$ cat config.mk
export PLATFORM = sky130hd
export DESIGN_NAME = wpl_queue
export DESIGN_NICKNAME = d
export VERILOG_FILES = /design/src/wpl_pkg.sv /design/src/wpl_queue.sv
export SDC_FILE = /design/constraint.sdc
export NUM_CORES = 1
export LEC_CHECK = 0
export ABC_CLOCK_PERIOD_IN_PS = 4900
export BUFFER_PORTS_ARGS = -buffer_cell sky130_fd_sc_hd__buf_2
export CAP_MARGIN = 10
export CORE_MARGIN = 2
export CORE_UTILIZATION = 45
export CTS_CLUSTER_DIAMETER = 100
export CTS_CLUSTER_SIZE = 8
export DETAILED_ROUTE_END_ITERATION = 10
export GPL_TIMING_DRIVEN = 0
export HOLD_SLACK_MARGIN = 0.05
export PLACE_DENSITY = 0.75
export SLEW_MARGIN = 20
export SYNTH_ARGS = -nofsm -noshare
export SYNTH_HDL_FRONTEND = slang
export SYNTH_SLANG_ARGS = --single-unit
export TNS_END_PERCENT = 30
$ cat constraint.sdc
create_clock -name clk -period 4.9 [get_ports clk]
set_clock_uncertainty 0.2 [all_clocks]
set_input_delay 0.735 -clock clk [delete_from_list [all_inputs] [get_ports clk]]
set_output_delay 0.735 -clock clk [all_outputs]
set_load 0.01 [all_outputs]
$ cat src/wpl_pkg.sv
// Shared types and constants of the wheel power limiter
package wpl_pkg;

  localparam int FIELD_WHEELS  = 2;
  localparam int WHEELS_DEFAULT = 2;
  localparam int QUEUE_DEPTH   = 4;
  localparam int DIV_BITS      = 20;

  localparam logic [19:0] RECIP_TAB [FIELD_WHEELS] = '{20'd646120, 20'd699051};
  localparam logic [21:0] C_TQ        = 22'd2195604;
  localparam logic [25:0] C_K2        = 26'd40898314;
  localparam logic [17:0] C_A         = 18'd135240;
  localparam logic [7:0]  CONST_POWER = 8'd128;
  localparam logic [10:0] CAP_MARGIN  = 11'd30;
  localparam logic [17:0] CAP_FLOOR_Q = 18'd11520;
  localparam logic [23:0] TOTAL_MAX   = 24'hFFFFFF;

  typedef struct packed {
    logic [FIELD_WHEELS-1:0][19:0] tq;
    logic [FIELD_WHEELS-1:0][19:0] mag;
    logic [23:0]                   total;
    logic [20:0]                   budget;
  } wpl_item_t;

endpackage

$ cat src/wpl_queue.sv
// Short request queue between front and back
module wpl_queue #(
  parameter int DEPTH = wpl_pkg::QUEUE_DEPTH
) (
  input  logic               clk,
  input  logic               rst,
  input  wpl_pkg::wpl_item_t push_item,
  input  logic               push_valid,
  output logic               push_ready,
  output wpl_pkg::wpl_item_t pop_item,
  output logic               pop_valid,
  input  logic               pop_ready
);
  import wpl_pkg::*;

  localparam int PTR_W = (DEPTH > 1) ? $clog2(DEPTH) : 1;
  localparam int CNT_W = $clog2(DEPTH + 1);

  wpl_item_t        mem [DEPTH];
  logic [PTR_W-1:0] wr_ptr, rd_ptr;
  logic [CNT_W-1:0] count;
  logic             push, pop;

  assign push_ready = count != CNT_W'(DEPTH);
  assign pop_valid  = count != '0;
  assign push       = push_valid && push_ready;
  assign pop        = pop_valid && pop_ready;
  assign pop_item   = mem[rd_ptr];

  always_ff @(posedge clk) begin
    if (rst) begin
      wr_ptr <= '0;
      rd_ptr <= '0;
      count  <= '0;
    end else begin
      if (push) begin
        wr_ptr <= (wr_ptr == PTR_W'(DEPTH - 1)) ? '0 : wr_ptr + 1'b1;
      end
      if (pop) begin
        rd_ptr <= (rd_ptr == PTR_W'(DEPTH - 1)) ? '0 : rd_ptr + 1'b1;
      end
      if (push && !pop) begin
        count <= count + 1'b1;
      end else if (pop && !push) begin
        count <= count - 1'b1;
      end
    end
  end

  always_ff @(posedge clk) begin
    if (push) begin
      mem[wr_ptr] <= push_item;
    end
  end

endmodule

; Word level (Yosys, flattened, before mapping)
; Memories as Yosys holds them, arrays and structs flattened. A register that Yosys moved wholly into a read port is not among the register bits.
; Cells that the tools add are included.
; W data, S select, Z words.
[word_totals]
elab_cells = 27
memories = 1
output_inout_bits = 127
ramBits = 500
regBits = 7
input_bits = 129
[op_classes]
mux = 8
n_reduce_logical = 8
n_eq_ne = 3
add_sub_neg = 4
[mem_list]
columns = name, words, width, read_ports, rd_ports_with_merged_regs, write_ports, line
row1 = mem, 4, 125, 1, 1, 1, wpl_queue.sv:19  ; wpl_item_t mem [DEPTH];
[ops]
columns = cell, n
row1 = $mux W2, 4
row2 = $mux W3, 2
row3 = $add A2 B1 Y2 const B, 2
row4 = $eq A2 B2 Y1 const B, 2
row5 = $logic_and A1 B1 Y1, 4
row6 = $add A3 B1 Y3 const B, 1
row7 = $ne A3 B3 Y1 const B, 1
row8 = $reduce_bool A3 Y1, 1
row9 = $sub A3 B1 Y3 const B, 1
row10 = $logic_not A1 Y1, 2
row11 = $mux W1, 2
row12 = $reduce_bool A2 Y1, 1

; Longest topological paths before layout
; Gate-level depths: netlist (run 1).
[logic_depth]
word_depth = 6
mapped_depth = 9
mapped_depth_nobuf = 8

; Least setup slack after synthesis (run 1)
; OpenSTA, ideal clock, no wires.
[synth_timing]
path_kind = in2reg
start = in push_valid
end = mem mem[2][0] (netlist name), enable pin
setup_ps = 429
setup_slack_ps = 1964
path_stages = 1
required_time_ps = 4271
path_buffers = 0
arrival_time_ps = 2307
path_cell_list = and3_2
[synth_between]
elab_chain_len = 3
[synth_rtl]
columns = item, line
row1 = start: declaration, wpl_queue.sv:8  ; input logic push_valid,
row2 = $logic_and A1 B1 Y1, wpl_queue.sv:26  ; assign push = push_valid && push_ready;
row3 = $mux W1, wpl_queue.sv:51  ; if (push) begin
row4 = $mux W1 (implied by the code), wpl_queue.sv:52  ; mem[wr_ptr] <= push_item;
row5 = end: declaration, wpl_queue.sv:19
; No other way between the ends.

==> results of run 1 <==
-- stage by stage --
stage / instances / area [um2] / utilization
6_report: 1590 / 22700 / 0.558
3_5_place_dp: 1498 / 20700 / 0.509
2_1_floorplan: 701 / 18500 / -
3_3_place_gp: 1487 / 20400 / 0.501
5_1_grt: 1587 / 22700 / 0.558
4_1_cts: 1586 / 22700 / 0.558
-- logic make-up after synthesis --
family	synth area share
AOI/OAI and AO/OA	0.00189
and+or+nand+nor	0.00575
adders and majority gates	0.00514
muxes	0.154
xor gates and xnor gates	0.000948
DFF	0.822
buffers and inverters	0.0106
-- worst paths after layout --
| path | to | slack (ns) | depth (start not counted) |
|---|---|---|---|
| worst max-delay path | pop_item[74] | 1.60 | 5 |
| worst min-delay path | mem[0][47] | 0.18 | 1 |
| worst max register to register | mem[2][80] | 2.23 | 5 |
| worst min register to register | wr_ptr[1] | 0.32 | 2 |
-- metal layers --
metal  GRT usage  routed length [um]
met5           0                  38
met4      0.0631                 816
met3      0.0543                2800
met2       0.272               17800
met1       0.215               14500
-- critical path, cell delays in order, from the launching register on --
cell and delay, ns:
dfxtp_1 0.29, buf_2 0.31, buf_2 0.33, buf_2 0.33
mux4_2 0.36, buf_2 0.16
-- flip-flops by register name (all words and copies together) (netlist names), named ones only --
name,cells
mem,500
count,3
rd_ptr,2
wr_ptr,2
-- power by group through the flow --
| stage | logic [mW] | registers [mW] | clock network, mW |
|---|---|---|---|
| 2_1_floorplan | 1.41 | 5.45 | 0 |
| 3_3_place_gp | 2.24 | 5.49 | 0 |
| 3_5_place_dp | 2.35 | 5.46 | 0 |
| 4_1_cts | 2.37 | 5.39 | 4.57 |
| 5_1_grt | 2.51 | 5.42 | 4.73 |
| 6_report | 2.30 | 5.38 | 4.45 |
-- layout make-up --
| type | instances | area (um2) | area share |
|---|---|---|---|
| Clock buffer | 86 | 2000 | 0.0881 |
| Buffer | 30 | 184 | 0.00809 |
| Inverter | 3 | 11.3 | 0.000495 |
| Clock inverter | 2 | 13.8 | 0.000605 |
| Tap cell | 532 | 666 | 0.0293 |
| Timing Repair Buffer | 265 | 1550 | 0.0682 |
| Multi-Input combinational cell | 159 | 3110 | 0.137 |
| Antenna cell | 4 | 10.0 | 0.000440 |
| Sequential cell | 509 | 15200 | 0.668 |
-- cell usage in the layout (no fill, tap or decap) --
master     instances
inv_6              1
nand2_1            1
dfxtp_1            9
diode_2            4
xor2_1             2
and3_4             4
or3_2              2
nor2_1             3
or3b_1             1
clkbuf_16         79
nand3_1            1
o31ai_2            1
clkbuf_2           1
and2_4             1
mux4_2           125
buf_6              7
o21ai_0            1
edfxtp_1         500
ha_1               6
or3_1              1
fa_1               1
mux2i_1            3
inv_1              3
nor3_1             1
clkinv_2           1
buf_16             8
buf_2            268
o31ai_1            1
a21oi_1            2
nand2b_1           2
buf_12             3
clkbuf_1          15
==> key figures, run 1 <==
Die
  – Die Y: 207 um
  – Die Span X: 207 um
  – Die ar.: 42700 um2
  – Std cell rows: 74
  – IO Count: 256
  – Core box area: 40700 um2
  – Initial Util: 0.454

Synthesis
  – Netlist Area Pre-Place: 18500 um2
  – Post-synth top cells: 500 x edfxtp_1, 125 x mux4_2, 14 x buf_2
  – Yosys cell types: 26
  – Avg Synthesized Cell Area: 26.4 um2
  – Count leader, synth: edfxtp_1
  – Syn nets: 837
  – Register bit count reported by yosys: 509
  – Gate Count Post-Synth: 701
  – Sequential element share of the synthesized area: 0.822
  – Post-synth EDFFs: 500
  – Synth top area share: 0.812
  – Yosys warns: 0
  – Synth Flop Type: edfxtp_1
  – Area contributors post-synth: edfxtp_1 81%, mux4_2 15%, dfxtp_1 0.97%
  – Fraction of registers with async set/reset: 0
  – Area leader, netlist: edfxtp_1

Timing
  – Max Freq: 303 MHz
  – Final Hold Vio Count: 0
  – Slew margin rel.: 0.518
  – Tmin final: 3.30 ns
  – RSZ-0062 raised after global routing: false
  – Final setup fails: 0
  – Final slew viol count: 0
  – Final worst slack: 1.60 ns
  – Fin crit share: 0.673
  – Setup_tns: 0 ns
  – Hold_ws: 0.178 ns
  – Worst Tran Pin Value: 0.723 ns

CTS
  – Maximum level of the CTS H-tree: 3
  – CTS buffer count: 73
  – Post-CTS Setup Inserts: 0
  – # resized after CTS: 0
  – Clock sink count: 509
  – Cts hold-fix bufs: 0
  – TritonCTS clock tree: done
  – CTS clock-pin slew for the worst setup and hold paths: 0.05 ns
  – CTS root buf: clkbuf_16
  – Clock Path Buffers: 3
  – Worst skew pair latency: 0.57 ns

Setup path
  – Crit path arrival time: 2.36 ns
  – Worst r2r src: count[0]
  – Crit-path max FO: 10
  – Data required, critical path: 3.96 ns
  – Worst setup SP type: flip-flop
  – CP Class: reg -> out
  – Critical Path End Type: output pin

Status
  – Outcome: finished clean

Drt
  – WL/cell: 22.6 um
  – DR vias: 8493
  – Vias per cell: 5.34
  – Iteration-0 DRC Markers: 496
  – DRT Pass-1 Iters: 4
  – Antenna-violating nets left: 0
  – Final wirelength: 35900 um
  – Number of remaining DRC errors: 0

Power
  – Seq pwr share: 0.444
  – Combinational Power Share: 0.189
  – Int Pwr: 9.17 mW
  – Switching Fraction: 0.244
  – Net switching power: 2.96 mW
  – Leak pwr: 7.70 nW
  – Power per Cell Area: 533 nW/um2
  – PnR Total Power: 12.1 mW
  – VDD IR max: 0.399 mV
  – Clock share of power: 0.367

Place
  – # port buffers: 254
  – Routability cong.: 0.696
  – Dpl hpwl: 22100 um
  – Dpl ws: 2.08 ns

Flow run
  – Number of max-cap violations: 0

Min path
  – Hold Startpoint: push_item[47]
  – Hold WC Path Type: in -> reg

Global route
  – Vias in the first global route: 8946
  – Antenna violations before repair: 5
  – Total GRT Usage: 0.169
  – Largest net degree at the start of global routing: 46
  – First-pass GRT wire length: 52900 um
  – Total grt overflow: 0

Layout
  – Nets: 1177
  – Number of fill cells in the layout: 2982
  – Share of layout cells above drive strength 1: 0.475
  – Area growth, synth to finish: 23.0%
Power figures use the tool's default switching activity.
==> inputs of run 2 (changes only) <==
--- a/config.mk
+++ b/config.mk
@@ -5,7 +5,8 @@
 export SDC_FILE = /design/constraint.sdc
 export NUM_CORES = 1
 export LEC_CHECK = 0
-export ABC_CLOCK_PERIOD_IN_PS = 4900
+export ABC_AREA = 1
+export ABC_CLOCK_PERIOD_IN_PS = 3100
 export BUFFER_PORTS_ARGS = -buffer_cell sky130_fd_sc_hd__buf_2
 export CAP_MARGIN = 10
 export CORE_MARGIN = 2
==> constraint.sdc (replaced) <==
create_clock -name clk -period 3.1 [get_ports clk]
set_clock_uncertainty 0.2 [all_clocks]
set_input_delay 0.465 -clock clk [delete_from_list [all_inputs] [get_ports clk]]
set_output_delay 0.465 -clock clk [all_outputs]
set_load 0.01 [all_outputs]
==> run 2 against run 1 <==
Compared with the run above: die area increased by 3.0%; first-iteration DRC count increased by 130%; via count grew 51%; largest power group unchanged; sequential cell count unchanged.
==> key figures, run 2 <==
Layout
  – Most frequent cells in the layout: 500 x edfxtp_1, 269 x buf_2, 262 x nor2_1
  – Share of layout cells above drive strength 1: 0.240 (-0.235)
  – Final Non-Filler Cells: 2322 (+46%)
  – Commonest non-fill, non-tap cell in the layout: edfxtp_1
  – Nets: 1896 (+61%)
  – Area growth, synth to finish: 31.5%
  – Max FFs per register: 500 (unchanged)
  – Number of fill cells in the layout: 3042 (+2.0%)
  – Top flop regs: mem x500, count x3
  – Final instance area: 25000 um2 (+10%)
  – Reg with most FFs: mem

Timing
  – RSZ-0062 raised after global routing: true
  – Final setup fails: 0 (unchanged)
  – Final slew viol count: 0 (unchanged)
  – Final worst slack: 0.0487 ns (-1.55 ns)
  – Slew margin rel.: 0.520 (+0.00199)
  – Final Hold Vio Count: 0 (unchanged)
  – Max Freq: 328 MHz
  – Fin crit share: 0.984
  – Worst Tran Pin Value: 0.719 ns (-0.00470 ns)
  – Tmin final: 3.05 ns

Synthesis
  – Yosys cell types: 23 (-12%)
  – Yosys warns: 0 (unchanged)
  – Synth top area share: 0.788 (-0.0238)
  – Gate Count Post-Synth: 1278 (+82%)
  – Syn nets: 1414 (+69%)
  – Area contributors post-synth: edfxtp_1 79%, o21ai_0 5.6%, nor2_1 5.3%
  – Count leader, synth: edfxtp_1
  – Post-synth EDFFs: 500 (unchanged)
  – Avg Synthesized Cell Area: 14.9 um2 (-43%)
  – Area leader, netlist: edfxtp_1
  – Register bit count reported by yosys: 509 (unchanged)
  – Sequential element share of the synthesized area: 0.798 (-0.0241)
  – Fraction of registers with async set/reset: 0 (unchanged)
  – Netlist Area Pre-Place: 19000 um2 (+3.0%)
  – Synth Flop Type: edfxtp_1
  – Post-synth top cells: 500 x edfxtp_1, 267 x nor2_1, 212 x o21ai_0

Power
  – Combinational Power Share: 0.289 (+0.100)
  – Int Pwr: 15.2 mW (+65%)
  – Net switching power: 6.98 mW (+140%)
  – Clock share of power: 0.324 (-0.043)
  – Seq pwr share: 0.387 (-0.057)
  – PnR Total Power: 22.1 mW (+82%)
  – Switching Fraction: 0.315 (+0.0713)
  – Power per Cell Area: 884 nW/um2 (+66%)
  – VDD IR max: 0.602 mV (+51%)
  – Leak pwr: 8.99 nW (+17%)

Drt
  – Vias per cell: 5.52 (+3.3%)
  – WL/cell: 21.4 um (-5.4%)
  – Iteration-0 DRC Markers: 1145 (+130%)
  – Number of remaining DRC errors: 0 (unchanged)
  – Final wirelength: 49600 um (+38%)
  – Antenna-violating nets left: 0 (unchanged)
  – DR vias: 12800 (+51%)
  – DRT Pass-1 Iters: 5 (+1)

Place
  – Placed cell area: 21700 um2 (+4.8%)
  – Routability cong.: 0.763 (+9.6%)
  – Dpl ws: 0.571 ns (-1.50 ns)
  – DP Cell Count: 2098 (+40%)
  – # port buffers: 255 (+0.39%)
  – Dpl hpwl: 29500 um (+33%)

CTS
  – CTS buffer count: 73 (unchanged)
  – Post-CTS Setup Inserts: 0 (unchanged)
  – Maximum level of the CTS H-tree: 3 (unchanged)
  – Clock Path Buffers: 3 (unchanged)
  – Worst skew pair latency: 0.58 ns (about the same)
  – CTS clock-pin slew for the worst setup and hold paths: 0.05 ns (about the same)
  – Clock sink count: 509 (unchanged)
  – TritonCTS clock tree: done
  – CTS root buf: clkbuf_16

Die
  – Die Span X: 210 um (+1.5%)
  – Die ar.: 44000 um2 (+3.0%)
  – Core box area: 41900 um2 (+2.7%)
  – Die Y: 210 um (+1.5%)
  – Initial Util: 0.455 (+0.00126)
  – Std cell rows: 75 (+1.4%)
  – IO Count: 256 (unchanged)

Setup path
  – Critical Path End: pop_item[80]
  – R2r worst-path depth: 7 (+2)
  – CP Class: reg -> out
  – Data required, critical path: 2.43 ns (-1.53 ns)
  – Crit-path max FO: 10 (unchanged)
  – Slowest cell delay on critical path: 0.39 ns (+0.03 ns)
  – Critical Path End Type: output pin
  – Crit path arrival time: 2.39 ns (+0.03 ns)
  – Worst path cell trace: buf_4 -> buf_6 -> clkbuf_1 -> o21ai_0 -> o22ai_1 -> buf_2
  – Worst setup SP type: flip-flop
  – Worst r2r dst: mem[1][122]
  – Critical path's slowest cell: clkbuf_1
  – Reg2Reg Setup Slack: 0.65 ns (-1.58 ns)
  – Worst r2r src: count[0]

Global route
  – Largest net degree at the start of global routing: 24 (-48%)
  – Total grt overflow: 0 (unchanged)
  – Antenna violations before repair: 5 (unchanged)
  – Total GRT Usage: 0.226 (+0.0569)
  – First-pass GRT wire length: 75400 um (+42%)
  – Vias in the first global route: 13300 (+49%)

Flow run
  – Number of max-cap violations: 0 (unchanged)

Status
  – Outcome: finished clean

Min path
  – Hold WC Path Type: reg -> reg
run 2: cell count changes after synthesis, moves of 3 or more:
cell | before | now
nand2_1 | 1 | 14
and3_2 | 4 | 0
mux4_2 | 125 | 0
o21ai_1 | 0 | 39
o22ai_1 | 0 | 125
o21ai_0 | 1 | 212
buf_6 | 7 | 23
inv_1 | 3 | 14
mux2i_1 | 3 | 0
nor2_1 | 3 | 267
clkbuf_1 | 8 | 38
run 2: through the flow:
| stage | setup TNS [ns] | utilization | hold slack, ns |
|---|---|---|---|
| floorplan | -13.33 | - | 0.283 |
| global placement | -767.42 | 0.503 | 0.302 |
| detailed placement | 0 | 0.519 | 0.339 |
| CTS | 0 | 0.598 | 0.343 |
| global route | -0.358 | 0.598 | 0.371 |
| finish | 0 | 0.599 | 0.342 |
run 2: cells by family (layout without fill, tap and decap cells):
family | count (synthesis) | after routing | synth area share
compound gates | 378 | 378 | 0.108
xor+xnor | 1 | 1 | 0.000460
fa+ha+maj | 7 | 7 | 0.00499
buf+inv | 98 | 599 | 0.0325
flops | 509 | 509 | 0.798
other cells | 0 | 4 | 0
simple gates | 285 | 285 | 0.0568
run 2: worst min path at each step:
| stage | from | to | slack (ns) | cells past startpoint |
|---|---|---|---|---|
| after floorplan | rd_ptr[1] | flip-flop | 0.28 | 2 |
| after global placement | rd_ptr[1] | flip-flop | 0.30 | 2 |
| after detailed placement | count[1] | count[1] | 0.34 | 2 |
| after CTS | rd_ptr[1] | flip-flop | 0.34 | 2 |
| after global routing | count[0] | count[0] | 0.37 | 2 |
| final | rd_ptr[1] | flip-flop | 0.34 | 2 |
run 2: routing by layer:
layer  vias up  global-route usage  part of all wire
met5         -                   0           0.00026
met4         2              0.0910             0.030
met3       100              0.0581             0.083
met2       589               0.373              0.49
met1      6321               0.285              0.40
li1       5798                   -                 -
run 2: area by class of cell:
type                            count  area (um2)  share of cell area
Buffer                             80         562              0.0224
Timing Repair Buffer              409        3220               0.129
Antenna cell                        4        10.0            0.000400
Clock buffer                       92        2030              0.0809
Clock inverter                      2        13.8            0.000549
Multi-Input combinational cell    671        3280               0.131
Inverter                           16        70.1             0.00280
Tap cell                          539         674              0.0269
Sequential cell                   509       15200               0.607
run 2: critical path: cells and delay by family, from the launching register on:
kind,cells,cell delay [ns]
compound gates,2,0.48
buf+inv,4,1.01
flops,1,0.31
run 2: power by group through the flow:
stage	Combinational [mW]	Sequential, mW	Clock (mW)
3_5_place_dp	6.19	8.68	0
6_report	6.40	8.57	7.17
5_1_grt	6.96	8.62	7.56
2_1_floorplan	3.35	8.69	0
3_3_place_gp	5.80	8.74	0
4_1_cts	6.36	8.56	7.27
run 2: what timing repair did:
action | in CTS | in global routing
gates resized for setup | 1 | 25
endpoints found under the setup margin | 15 | 31
hold endpoints to repair | 509 | 0
hold buffers | 128 | 0
==> inputs of run 3 (changes only) <==
--- a/config.mk
+++ b/config.mk
@@ -17,6 +17,7 @@
 export GPL_TIMING_DRIVEN = 0
 export HOLD_SLACK_MARGIN = 0.05
 export PLACE_DENSITY = 0.75
+export REMOVE_ABC_BUFFERS = 1
 export SLEW_MARGIN = 20
 export SYNTH_ARGS = -nofsm -noshare
 export SYNTH_HDL_FRONTEND = slang
==> run 3 against run 2 <==
Compared with the run above: the run now ends with negative setup slack left; die area did not move; worst hold slack got worse by 0.029 ns; non-clock buffer count fell by 64; register-to-register slack got worse by 0.44 ns; critical path type unchanged; critical path depth fell by 2; global-route usage fell by 2.4 points; count of clock-buffer cells in the layout fell by 5; cell count fell by 3.0%; largest power group unchanged; design area fell by 1.2%.
==> key figures, run 3 (synthesized netlist as in run 2, its figures left out) <==
Place
  – Routability cong.: 0.741 (-2.9%)
  – Dpl ws: 0.261 ns (-0.309 ns)
  – # port buffers: 255 (unchanged)
  – Dpl hpwl: 24500 um (-17%)
  – Placed cell area: 21400 um2 (-1.6%)

CTS
  – CTS clock-pin slew for the worst setup and hold paths: 0.05 ns (about the same)
  – TritonCTS clock tree: done
  – CTS buffer count: 73 (unchanged)
  – Clock sink count: 509 (unchanged)
  – Clock Path Buffers: 3 (unchanged)
  – Worst skew pair latency: 0.56 ns (-0.02 ns)
  – CTS root buf: clkbuf_16
  – Maximum level of the CTS H-tree: 3 (unchanged)

Drt
  – WL/cell: 20.2 um (-5.6%)
  – Final wirelength: 45400 um (-8.4%)
  – Number of remaining DRC errors: 0 (unchanged)
  – Antenna-violating nets left: 0 (unchanged)
  – Iteration-0 DRC Markers: 838 (-27%)
  – Vias per cell: 5.46 (-1.0%)
  – DRT Pass-1 Iters: 7 (+2)
  – DR vias: 12300 (-4.0%)

Global route
  – First-pass GRT wire length: 68700 um (-8.8%)
  – Total GRT Usage: 0.202 (-0.0240)
  – Total grt overflow: 0 (unchanged)
  – Antenna violations before repair: 1 (-4)
  – Largest net degree at the start of global routing: 251 (+950%)
  – Vias in the first global route: 12800 (-3.4%)

Min path
  – Hold WC Path Type: reg -> reg
  – Hold Startpoint: rd_ptr[1]
  – Hold Path Stages: 2 (unchanged)

Timing
  – Tmin final: 3.27 ns (+0.219 ns)
  – Fin crit share: 1.05 (+0.0706)
  – Hold_ws: 0.313 ns (-0.0287 ns)
  – Setup_tns: -2.82 ns (-2.82 ns)
  – RSZ-0062 raised after global routing: false
  – Final slew viol count: 0 (unchanged)
  – Max Freq: 306 MHz (-6.7%)
  – Worst Tran Pin Value: 1.48 ns (+0.757 ns)
  – Final worst slack: -0.170 ns (-0.219 ns)
  – Final Hold Vio Count: 0 (unchanged)
  – Final setup fails: 36 (+36)
  – Slew margin rel.: 0.0164 (-0.503)

Power
  – Clock share of power: 0.320 (-0.004)
  – Int Pwr: 14.9 mW (-1.8%)
  – Seq pwr share: 0.402 (+0.015)
  – Switching Fraction: 0.309 (-0.00653)
  – Leak pwr: 8.79 nW (-2.1%)
  – Net switching power: 6.65 mW (-4.8%)
  – Combinational Power Share: 0.278 (-0.011)
  – VDD IR max: 0.734 mV (+22%)
  – Power per Cell Area: 870 nW/um2 (-1.6%)

Die
  – Std cell rows: 75 (unchanged)
  – Die ar.: 44000 um2 (unchanged)
  – IO Count: 256 (unchanged)
  – Initial Util: 0.455 (unchanged)
  – Die Span X: 210 um (unchanged)
  – Die Y: 210 um (unchanged)
  – Core box area: 41900 um2 (unchanged)

Layout
  – Commonest non-fill, non-tap cell in the layout: edfxtp_1
  – Final instance area: 24700 um2 (-1.2%)
  – Max FFs per register: 500 (unchanged)
  – Top flop regs: mem x500, count x3
  – Share of layout cells above drive strength 1: 0.225 (-0.0151)
  – Flip-flop and latch area: 15200 um2 (about the same)
  – Area of the multi-input gates: 3270 um2 (-0.27%)
  – Nets: 1832 (-3.4%)
  – Number of fill cells in the layout: 3056 (+0.46%)
  – Most frequent cells in the layout: 500 x edfxtp_1, 263 x nor2_1, 255 x buf_2
  – Area growth, synth to finish: 29.9%
  – Reg with most FFs: mem

Setup path
  – Data required, critical path: 2.43 ns (about the same)
  – Worst setup SP type: flip-flop
  – Crit path arrival time: 2.61 ns (+0.22 ns)
  – Critical Path End Type: output pin
  – Worst r2r src: count[0]
  – R2r worst-path depth: 9 (+2)
  – Crit-path max FO: 250 (+240)
  – Reg2Reg Setup Slack: 0.21 ns (-0.44 ns)
  – CP Class: reg -> out
  – Worst r2r dst: mem[1][121]

Flow run
  – Number of max-cap violations: 0 (unchanged)

Status
  – Violated checks: negative setup slack
  – Outcome: finished with violations
==> run 3: changes by cell type in the layout (fill, tap and decap cells not counted), sizes merged <==
cell / change
diode: -3
clkbuf: -39
buf: -30
clkinv: +1
inv: +1
==> run 3: critical path: stages, from the launching register on <==
cell and delay (ns):
dfxtp_4 0.48, inv_16 0.15, o21ai_0 0.55, o22ai_1 0.14
buf_2 0.17
==> run 3: what timing repair did <==
| action | 4_1_cts | 5_1_grt |
|---|---|---|
| endpoints found under the hold margin | 508 | 0 |
| gates cloned | 1 | 1 |
| hold buffers | 128 | 0 |
| setup buffers | 2 | 4 |
| endpoints found under the setup margin | 111 | 24 |
| gates resized for setup | 5 | 3 |
==> run 3: area by class of cell <==
class                           count  share of cell area
Antenna cell                        1            0.000101
Clock buffer                       87              0.0777
Clock inverter                      4             0.00126
Inverter                           16             0.00415
Multi-Input combinational cell    671               0.132
Sequential cell                   509               0.614
Tap cell                          539              0.0273
Timing Repair Buffer              425               0.143
==> run 3: per-layer routing <==
metal  share of wire  global-route usage
met5               0                   0
met4           0.024              0.0751
met3           0.070              0.0492
met2            0.51               0.358
met1            0.39               0.237
==> run 3: power groups by stage <==
| stage | clock network (mW) | registers, mW | logic, mW |
|---|---|---|---|
| 2_1_floorplan | 0 | 9.06 | 2.73 |
| 3_3_place_gp | 0 | 9.23 | 4.18 |
| 3_5_place_dp | 0 | 8.81 | 5.50 |
| 5_1_grt | 7.30 | 8.70 | 6.47 |
| 4_1_cts | 7.00 | 8.67 | 5.83 |
| 6_report | 6.89 | 8.64 | 5.99 |
==> run 3: how the worst max path moves through the flow <==
stage	depth (start not counted)	slack (ns)	endpoint	startpoint
floorplan	4	-3.67	mem[0][0]	count[0]
global placement	3	-8.14	mem[2][41]	push_valid
detailed placement	9	0.26	mem[1][43]	count[0]
CTS	6	0.02	pop_item[102]	flip-flop
global route	6	0.008	pop_item[102]	flip-flop
finish	4	-0.17	pop_item[30]	flip-flop
==> run 3: through the flow <==
stage	util	power, mW	cells
2_1_floorplan	-	11.8	1196
3_3_place_gp	0.489	13.4	1990
3_5_place_dp	0.510	14.3	2024
4_1_cts	0.589	21.5	2246
5_1_grt	0.591	22.5	2252
6_report	0.591	21.5	2252
